==> src/hdl/lop_pkg.sv <==
// ----------------------------------------------------------------------------
// lop_pkg
// Shared sizes, word tables and letter-code helper for the ordinal parser.
// ----------------------------------------------------------------------------
`default_nettype none

package lop_pkg;

  // Longest word (letters and dashes) that can still match.
  localparam int WORD_BUFFER = 16;
  // Width of character positions and of the reported offset.
  localparam int OFFSET_BITS = 16;

  localparam int ValueW    = 31;
  localparam int WordLenW  = $clog2(WORD_BUFFER + 2);
  localparam int WordLenMax = WORD_BUFFER + 1;

  localparam int NumWhole = 27;  // ones, teens, tens ordinals
  localparam int NumOnes  = 9;   // the first nine whole entries
  localparam int NumCard  = 8;   // tens cardinals

  localparam logic [4:0] DashCode = 5'd27;

  // Word text, right-justified; first letter sits in the highest used byte.
  localparam logic [87:0] WHOLE_TXT [NumWhole] = '{
    "first", "second", "third", "fourth", "fifth",
    "sixth", "seventh", "eighth", "ninth",
    "tenth", "eleventh", "twelfth", "thirteenth", "fourteenth",
    "fifteenth", "sixteenth", "seventeenth", "eighteenth", "nineteenth",
    "twentieth", "thirtieth", "fortieth", "fiftieth",
    "sixtieth", "seventieth", "eightieth", "ninetieth"
  };
  localparam logic [3:0] WHOLE_LEN [NumWhole] = '{
    4'd5, 4'd6, 4'd5, 4'd6, 4'd5, 4'd5, 4'd7, 4'd6, 4'd5,
    4'd5, 4'd8, 4'd7, 4'd10, 4'd10, 4'd9, 4'd9, 4'd11, 4'd10, 4'd10,
    4'd9, 4'd9, 4'd8, 4'd8, 4'd8, 4'd10, 4'd9, 4'd9
  };
  localparam logic [6:0] WHOLE_VAL [NumWhole] = '{
    7'd1, 7'd2, 7'd3, 7'd4, 7'd5, 7'd6, 7'd7, 7'd8, 7'd9,
    7'd10, 7'd11, 7'd12, 7'd13, 7'd14, 7'd15, 7'd16, 7'd17, 7'd18, 7'd19,
    7'd20, 7'd30, 7'd40, 7'd50, 7'd60, 7'd70, 7'd80, 7'd90
  };

  localparam logic [87:0] CARD_TXT [NumCard] = '{
    "twenty", "thirty", "forty", "fifty", "sixty", "seventy", "eighty", "ninety"
  };
  localparam logic [3:0] CARD_LEN [NumCard] = '{
    4'd6, 4'd6, 4'd5, 4'd5, 4'd5, 4'd7, 4'd6, 4'd6
  };
  localparam logic [6:0] CARD_VAL [NumCard] = '{
    7'd20, 7'd30, 7'd40, 7'd50, 7'd60, 7'd70, 7'd80, 7'd90
  };

  // Letter code (a..z = 1..26) of a table word at index k; 0 past its end.
  function automatic logic [4:0] txt_code(input logic [87:0] txt,
                                          input logic [3:0] len,
                                          input logic [WordLenW-1:0] k);
    logic [3:0] idx;
    logic [7:0] ch;
    idx = 4'(len - 4'(k) - 4'd1);
    ch  = txt[{idx, 3'b000} +: 8];
    if (WordLenW'(len) > k) begin
      return 5'(ch - 8'd96);
    end
    return 5'd0;
  endfunction

endpackage

`default_nettype wire

==> src/hdl/leading_ordinal_parser_top.sv <==
// ----------------------------------------------------------------------------
// leading_ordinal_parser_top
// Recognizes a leading numeric or spelled-out ordinal in a character stream.
// ----------------------------------------------------------------------------
// Throughput: one character per cycle, every cycle, while the result slot is
//   free or being drained; the per-character state update is a single step.
// Result: the result shows on out_valid_o in the cycle after the NUL transfer.
// Reset: rst_ni clears the parse state to start of string and empties the
//   result register; no clearing pass, the block is ready at once.
`default_nettype none

module leading_ordinal_parser_top (
  input  wire                             clk_i,
  input  wire                             rst_ni,
  input  wire                             in_valid_i,
  output logic                            in_stall_o,
  input  wire  [7:0]                      text_char_i,
  output logic                            out_valid_o,
  input  wire                             out_stall_i,
  output logic [lop_pkg::ValueW-1:0]      ordinal_value_o,
  output logic [lop_pkg::OFFSET_BITS-1:0] rest_offset_o
);
  import lop_pkg::*;

  localparam logic [2:0] PH_START  = 3'd0;
  localparam logic [2:0] PH_DIGITS = 3'd1;
  localparam logic [2:0] PH_SUFFIX = 3'd2;
  localparam logic [2:0] PH_WORD   = 3'd3;
  localparam logic [2:0] PH_SKIP   = 3'd4;
  localparam logic [2:0] PH_DONE   = 3'd5;
  localparam logic [2:0] PH_NONE   = 3'd6;

  localparam logic [OFFSET_BITS-1:0] OffCap   = '1;
  localparam logic [ValueW-1:0]      ValueCap = '1;

  // Parse state
  logic [2:0]             phase_q, phase_d;
  logic [OFFSET_BITS-1:0] pos_q, pos_d;
  logic [ValueW-1:0]      accum_q, accum_d;
  logic [7:0]             suffix_q, suffix_d;
  logic [WordLenW-1:0]    wlen_q, wlen_d;
  logic                   dash_q, dash_d;
  logic [WordLenW-1:0]    rlen_q, rlen_d;     // letters after the first dash
  logic [6:0]             tens_q, tens_d;     // cardinal left of the dash
  logic [NumWhole-1:0]    whole_q, whole_d;   // whole-word candidates alive
  logic [NumCard-1:0]     card_q, card_d;     // tens-cardinal candidates alive
  logic [NumOnes-1:0]     right_q, right_d;   // ones candidates after dash
  logic [ValueW-1:0]      fval_q, fval_d;
  logic [OFFSET_BITS-1:0] frest_q, frest_d;

  // Result register
  logic                   out_valid_q;
  logic [ValueW-1:0]      out_val_q, res_val;
  logic [OFFSET_BITS-1:0] out_rest_q, res_rest;

  logic in_xfer, is_end;
  assign in_stall_o = out_valid_q & out_stall_i;
  assign in_xfer    = in_valid_i & ~in_stall_o;
  assign is_end     = (text_char_i == 8'd0);

  // Character classes
  logic       is_dig, is_upper, is_alpha, is_dash, is_blank;
  logic [7:0] lc;
  logic [4:0] code;
  assign is_dig   = (text_char_i >= "0") && (text_char_i <= "9");
  assign is_upper = (text_char_i >= "A") && (text_char_i <= "Z");
  assign is_alpha = is_upper || ((text_char_i >= "a") && (text_char_i <= "z"));
  assign is_dash  = (text_char_i == "-");
  assign is_blank = (text_char_i == " ") || (text_char_i == 8'h09);
  assign lc       = is_upper ? text_char_i + 8'd32 : text_char_i;
  assign code     = is_dash ? DashCode : 5'(lc - 8'd96);

  logic [OFFSET_BITS-1:0] pos_next;
  assign pos_next = (pos_q == OffCap) ? pos_q : pos_q + OFFSET_BITS'(1);

  // Digit accumulate with saturation: acc * 10 + digit
  logic [ValueW+3:0] acc_wide;
  assign acc_wide = {1'b0, accum_q, 3'b000} + {3'b000, accum_q, 1'b0}
                  + (ValueW+4)'(text_char_i - "0");

  // Word push: candidate letters are checked as they arrive
  logic                base_start;
  logic [WordLenW-1:0] base_len;
  logic [NumWhole-1:0] base_whole, whole_push;
  logic [NumCard-1:0]  base_card, card_push, card_hit;
  logic [NumOnes-1:0]  right_push;
  logic                base_dash, first_dash;
  logic [6:0]          tens_hit;

  assign base_start = (phase_q == PH_START);
  assign base_len   = base_start ? '0 : wlen_q;
  assign base_whole = base_start ? '1 : whole_q;
  assign base_card  = base_start ? '1 : card_q;
  assign base_dash  = base_start ? 1'b0 : dash_q;
  assign first_dash = is_dash && !base_dash && (base_len < WordLenW'(WORD_BUFFER));

  always_comb begin
    tens_hit = '0;
    for (int i = 0; i < NumWhole; i++) begin
      whole_push[i] = base_whole[i]
                    && (txt_code(WHOLE_TXT[i], WHOLE_LEN[i], base_len) == code);
    end
    for (int i = 0; i < NumCard; i++) begin
      card_push[i] = base_card[i]
                   && (txt_code(CARD_TXT[i], CARD_LEN[i], base_len) == code);
      card_hit[i]  = base_card[i] && (WordLenW'(CARD_LEN[i]) == base_len);
      tens_hit     = tens_hit | (card_hit[i] ? CARD_VAL[i] : 7'd0);
    end
    for (int i = 0; i < NumOnes; i++) begin
      right_push[i] = right_q[i]
                    && (txt_code(WHOLE_TXT[i], WHOLE_LEN[i], rlen_q) == code);
    end
  end

  // End-of-word evaluation from the stored candidates
  logic [6:0]  whole_val, ones_val, word_val;
  always_comb begin
    whole_val = '0;
    ones_val  = '0;
    for (int i = 0; i < NumWhole; i++) begin
      if (whole_q[i] && (WordLenW'(WHOLE_LEN[i]) == wlen_q)) begin
        whole_val = whole_val | WHOLE_VAL[i];
      end
    end
    for (int i = 0; i < NumOnes; i++) begin
      if (right_q[i] && (WordLenW'(WHOLE_LEN[i]) == rlen_q)) begin
        ones_val = ones_val | WHOLE_VAL[i];
      end
    end
    if (wlen_q == '0 || wlen_q > WordLenW'(WORD_BUFFER)) begin
      word_val = '0;
    end else if (whole_val != '0) begin
      word_val = whole_val;
    end else if (dash_q && tens_q != '0 && ones_val != '0) begin
      word_val = tens_q + ones_val;
    end else begin
      word_val = '0;
    end
  end

  logic suffix_ok;
  assign suffix_ok = (suffix_q == "s" && lc == "t") || (suffix_q == "n" && lc == "d")
                  || (suffix_q == "r" && lc == "d") || (suffix_q == "t" && lc == "h");

  // Next state
  always_comb begin
    phase_d  = phase_q;
    accum_d  = accum_q;
    suffix_d = suffix_q;
    wlen_d   = wlen_q;
    dash_d   = dash_q;
    rlen_d   = rlen_q;
    tens_d   = tens_q;
    whole_d  = whole_q;
    card_d   = card_q;
    right_d  = right_q;
    fval_d   = fval_q;
    frest_d  = frest_q;
    res_val  = '0;
    res_rest = '0;

    unique case (phase_q) inside
      PH_START, PH_WORD: begin
        if (is_alpha || is_dash) begin
          phase_d = PH_WORD;
          whole_d = whole_push;
          card_d  = card_push;
          dash_d  = base_dash;
          wlen_d  = (base_len == WordLenW'(WordLenMax)) ? base_len
                                                         : base_len + WordLenW'(1);
          if (first_dash) begin
            dash_d  = 1'b1;
            tens_d  = tens_hit;
            rlen_d  = '0;
            right_d = '1;
          end else if (base_dash) begin
            right_d = right_push;
            rlen_d  = (rlen_q == WordLenW'(WordLenMax)) ? rlen_q : rlen_q + WordLenW'(1);
          end
        end else if (phase_q == PH_START) begin
          if (is_dig) begin
            accum_d = ValueW'(text_char_i - "0");
            phase_d = PH_DIGITS;
          end else begin
            phase_d = PH_NONE;
          end
        end else if (word_val != '0) begin
          fval_d  = ValueW'(word_val);
          frest_d = is_blank ? pos_next : pos_q;
          phase_d = is_blank ? PH_SKIP : PH_DONE;
        end else begin
          phase_d = PH_NONE;
        end
      end
      PH_DIGITS: begin
        if (is_dig) begin
          accum_d = (acc_wide > (ValueW+4)'(ValueCap)) ? ValueCap : ValueW'(acc_wide);
        end else if (lc == "s" || lc == "n" || lc == "r" || lc == "t") begin
          suffix_d = lc;
          phase_d  = PH_SUFFIX;
        end else begin
          phase_d = PH_NONE;
        end
      end
      PH_SUFFIX: begin
        if (suffix_ok && accum_q != '0) begin
          fval_d  = accum_q;
          frest_d = pos_next;
          phase_d = PH_SKIP;
        end else begin
          phase_d = PH_NONE;
        end
      end
      PH_SKIP: begin
        if (is_blank) begin
          frest_d = pos_next;
        end else begin
          phase_d = PH_DONE;
        end
      end
      default: ;
    endcase

    pos_d = pos_next;

    // NUL closes the string: report and start afresh
    if (is_end) begin
      if (phase_d == PH_DONE) begin
        res_val  = fval_d;
        res_rest = frest_d;
      end
      phase_d  = PH_START;
      pos_d    = '0;
      accum_d  = '0;
      suffix_d = '0;
      wlen_d   = '0;
      dash_d   = 1'b0;
      rlen_d   = '0;
      tens_d   = '0;
      fval_d   = '0;
      frest_d  = '0;
    end
  end

  always_ff @(posedge clk_i or negedge rst_ni) begin
    if (!rst_ni) begin
      phase_q  <= PH_START;
      pos_q    <= '0;
      accum_q  <= '0;
      suffix_q <= '0;
      wlen_q   <= '0;
      dash_q   <= 1'b0;
      rlen_q   <= '0;
      tens_q   <= '0;
      whole_q  <= '0;
      card_q   <= '0;
      right_q  <= '0;
      fval_q   <= '0;
      frest_q  <= '0;
    end else if (in_xfer) begin
      phase_q  <= phase_d;
      pos_q    <= pos_d;
      accum_q  <= accum_d;
      suffix_q <= suffix_d;
      wlen_q   <= wlen_d;
      dash_q   <= dash_d;
      rlen_q   <= rlen_d;
      tens_q   <= tens_d;
      whole_q  <= whole_d;
      card_q   <= card_d;
      right_q  <= right_d;
      fval_q   <= fval_d;
      frest_q  <= frest_d;
    end
  end

  // Result slot: refilled in the same cycle it drains
  always_ff @(posedge clk_i or negedge rst_ni) begin
    if (!rst_ni) begin
      out_valid_q <= 1'b0;
    end else if (in_xfer && is_end) begin
      out_valid_q <= 1'b1;
    end else if (!out_stall_i) begin
      out_valid_q <= 1'b0;
    end
  end

  always_ff @(posedge clk_i) begin
    if (in_xfer && is_end) begin
      out_val_q  <= res_val;
      out_rest_q <= res_rest;
    end
  end

  assign out_valid_o     = out_valid_q;
  assign ordinal_value_o = out_val_q;
  assign rest_offset_o   = out_rest_q;

endmodule

`default_nettype wire

==> config.mk <==
export PLATFORM = sky130hd
export DESIGN_NAME = leading_ordinal_parser_top
export DESIGN_NICKNAME = d
export VERILOG_FILES = /design/src/hdl/lop_pkg.sv /design/src/hdl/leading_ordinal_parser_top.sv
export SDC_FILE = /design/constraint.sdc
export NUM_CORES = 1
export LEC_CHECK = 0
export ABC_AREA = 1
export BUFFER_PORTS_ARGS = -buffer_cell sky130_fd_sc_hd__buf_2
export CAP_MARGIN = 20
export CORE_AREA = 2 2 188 190
export DETAILED_ROUTE_END_ITERATION = 10
export DIE_AREA = 0 0 190 192
export GPL_TIMING_DRIVEN = 0
export PLACE_DENSITY = 0.71
export SETUP_SLACK_MARGIN = 0.1
export SLEW_MARGIN = 5
export SYNTH_ARGS = -nofsm -noshare
export SYNTH_HDL_FRONTEND = slang
export SYNTH_SLANG_ARGS = --single-unit
==> constraint.sdc <==
create_clock -name clk_i -period 4.28 [get_ports clk_i]
set_clock_uncertainty 0.05 [all_clocks]
set_input_delay 0.856 -clock clk_i [delete_from_list [all_inputs] [get_ports clk_i]]
set_output_delay 0.856 -clock clk_i [all_outputs]
set_load 0.02 [all_outputs]
==> summary.md <==
| Metric | Value |
|---|---|
| Clock Tree Root | `clkbuf_16` |
| DIE AREA | `36500 um2` |
| Core area | `34300 um2` |
| Hold_buf cts | `0` |
| Max Transition Viols Final | `0` |
| Layout Cells excl Fill | `3294` |
| Cells after DPL | `3200` |
| Port buffer count | `60` |
| Die width | `190 um` |
| Period utilisation layout | `0.985` |
| CTS buffer count | `25` |
| Setup violators final | `0` |
| Setup CP Type | `input pin to flop` |
| Unrepaired setup endpoints after global routing | `yes` |
| Clock Latency Late Sink | `0.56 ns` |
| Netlist cell types | `60` |
| Register area share after synthesis | `0.299` |
| Worst slew pin tran | `1.22 ns` |
| Starting Density | `0.545` |
| DR vias | `19556` |
| Mapped Area | `18700 um2` |
| Critical Path RT | `4.65 ns` |
| Count leader, synth | `nand2_1` |
| Total gr overflow | `0` |
| FMAX | `237 MHz` |
| CP Launch Type | `input pin` |
| Cell taking the most area after synthesis | `dfrtp_1` |
| Fillers | `3107` |
| Clock slew at reported path FFs | `0.07 ns` |
| CP endpoint kind | `flop` |
| Final net count | `2938` |
| Crit path time final | `4.22 ns` |
| Worst rel slew slack | `0.189` |
| R2r endpoint | `whole_q[16]` |
| Clock Sinks | `214` |
| Worst IR Drop VDD | `0.403 mV` |
| Hold Fails Final Rpt | `0` |
| Via density | `5.94` |
| Maximum clock path buffer count | `3` |
| Syn-to-layout area delta | `15.6%` |
| Yosys top cell area share | `0.224` |
| First-pass iteration count of the detailed router | `11` |
| Worst R2R Start | `phase_q[1]` |
| Io pins | `61` |
| Largest net degree at the start of global routing | `98` |
| Syn Nets | `2799` |
| Max FO, Critical Path | `6` |
| Mapped Cells | `2681` |
| R2r setup slk | `0.25 ns` |
| Maxcap violations | `0` |
| Routed wire length | `65.6 mm` |
| H-tree depth | `1` |
| Synth cell count leaders | `nand2_1, nor2_1, inv_1` |
| CP startpoint | `text_char_i[4]` |
| Syn Area/Cell | `6.97 um2` |
| Placed cell areas | `19800 um2` |
| Post-synth ARST share | `0.780` |
| Worst min-delay path category | `input pin to asynchronous set/reset pin` |
| Row count | `68` |
| CP Capture Point | `accum_q[14]` |
| Worst reg2reg path depth | `19` |
| Initial DRC count | `2008` |
| Vias in the first global route | `18562` |
| Failing checks | `design-rule violations` |
| Finished Cell Area | `21600 um2` |
| Most used DFF post-synth | `dfrtp_1` |
| Yosys reg bits | `214` |
| Post-DRT Antenna Nets | `0` |
| Power density over cell area | `833 nW/um2` |
| # DRC | `1` |
| CP arrival | `4.59 ns` |
| P_leak | `0.0100 uW` |
| Die height | `192 um` |
| Gp weighted congestion | `1.03` |
| Gr usage total | `0.348` |
| First-pass GRT wire length | `100 mm` |
| Antenna violations before repair | `1` |
| Top cells by area, synth | `dfrtp_1, nand2_1, xor2_1` |
| Drt wl/cell | `19.9 um` |
| Post-synth EDFFs | `47` |
| CTS tree | `yes` |
| Layout cell share with drive strength beyond 1 | `0.124` |
| Yosys warning count | `0` |
| Status | `complete, but fails checks` |
| Final HPWL DP | `47.8 mm` |
| Ant diodes | `0` |
-- cell usage in the layout (no fill, tap or decap), drive strengths merged, types with 6 or more instances in the layout --
cell | netlist | layout
nand2 | 597 | 597
a221oi | 6 | 6
dfrtp | 167 | 167
o22ai | 28 | 28
buf | 29 | 141
inv | 318 | 318
a31oi | 17 | 17
fa | 31 | 31
ha | 75 | 75
nand4 | 51 | 51
a22oi | 23 | 23
clkbuf | 69 | 103
nand3b | 13 | 13
a211oi | 12 | 12
clkinv | 9 | 16
edfxtp | 47 | 47
o21a | 16 | 16
a21oi | 114 | 114
o21bai | 7 | 7
nor2 | 338 | 338
nor4 | 17 | 17
nand3 | 120 | 120
o21ai | 257 | 257
o211ai | 23 | 23
xnor2 | 16 | 16
nor3 | 53 | 53
or2 | 12 | 12
xor2 | 175 | 175
-- layout make-up --
| class | count | area [um2] | share of cell area |
|---|---|---|---|
| Buffer | 96 | 455 | 0.0211 |
| Clock buffer | 35 | 716 | 0.0331 |
| Clock inverter | 11 | 138 | 0.00637 |
| Inverter | 327 | 1260 | 0.0585 |
| Multi-Input combinational cell | 2042 | 12000 | 0.554 |
| Sequential cell | 214 | 5590 | 0.259 |
| Tap cell | 455 | 569 | 0.0263 |
| Timing Repair Buffer | 113 | 898 | 0.0416 |
| Timing Repair inverter | 1 | 6.26 | 0.000289 |
-- cell families after synthesis --
logic type / after synthesis / share of synthesized area
and+or+nand+nor: 1208 / 0.273
AOI/OAI and AO/OA: 537 / 0.166
buffers and inverters: 425 / 0.0889
xor gates and xnor gates: 191 / 0.0895
adders and majority gates: 106 / 0.0834
DFF: 214 / 0.299
-- per-layer routing --
layer,GRT usage,up-vias,routed length (um)
met5,0,-,0
met4,0.194,0,4010
met3,0.0420,239,5130
met2,0.559,984,29800
met1,0.458,9185,26700
li1,-,9148,-
-- critical path, stage by stage --
cell,delay (ns)
buf_12,0.12
ha_4,0.17
nor3_4,0.23
buf_12,0.16
buf_4,0.11
fa_1,0.40
ha_1,0.39
a21oi_2,0.26
o21bai_4,0.11
a21oi_2,0.19
nor3_2,0.07
nor4_2,0.22
nand2_1,0.11
xor2_1,0.16
nor2_1,0.14
nand3_2,0.18
nor2_4,0.18
buf_12,0.18
buf_6,0.12
buf_6,0.08
nand2_2,0.03
nand2_1,0.05
o21ai_1,0.06
-- power breakdown --
part	internal, uW	total (uW)	switching (uW)
logic	4340	12500	8170
clock network	1350	2270	923
registers	2570	3220	652
total	8250	18000	9750
-- flip-flops by register name, summed over array words and instances (netlist names) --
signal and cells:
accum_q 31, card_q 8, dash_q 1, frest_q 16
fval_q 31, ordinal_value_o 31, out_valid_o 1, phase_q 3
pos_q 16, rest_offset_o 16, right_q 9, rlen_q 5
suffix_q 8, tens_q 6, whole_q 27, wlen_q 5
-- how the worst min path moves through the flow --
| stage | cells after the start | start | endpoint | slack, ns |
|---|---|---|---|---|
| 2_1_floorplan | 2 | right_q[8] | right_q[8] | 0.39 |
| 3_3_place_gp | 2 | right_q[1] | right_q[1] | 0.41 |
| 3_5_place_dp | 2 | right_q[1] | right_q[1] | 0.41 |
| 4_1_cts | 1 | rst_ni | accum_q[6] | 0.34 |
| 5_1_grt | 1 | rst_ni | frest_q[9] | 0.36 |
| 6_report | 1 | rst_ni | frest_q[7] | 0.30 |
-- stage by stage --
stage / total power [uW] / setup slack [ns] / TNS, ns / hold WS, ns / utilization
2_1_floorplan: 11300 / -0.310 / -7.16 / 0.392 / -
3_3_place_gp: 14000 / -1.83 / -198.07 / 0.412 / 0.575
3_5_place_dp: 14200 / -1.12 / -54.96 / 0.413 / 0.578
4_1_cts: 16700 / 0.0575 / 0 / 0.339 / 0.607
5_1_grt: 19300 / -0.0634 / -0.630 / 0.364 / 0.631
6_report: 18000 / 0.0645 / 0 / 0.301 / 0.631
-- timing repair --
action | in CTS | in global routing
pin swaps | 2 | 23
cloned | 1 | 2
setup endpoints to repair | 158 | 159
buffers inserted | 4 | 43
resized for setup | 38 | 133
(Power assumes the default switching activity.)
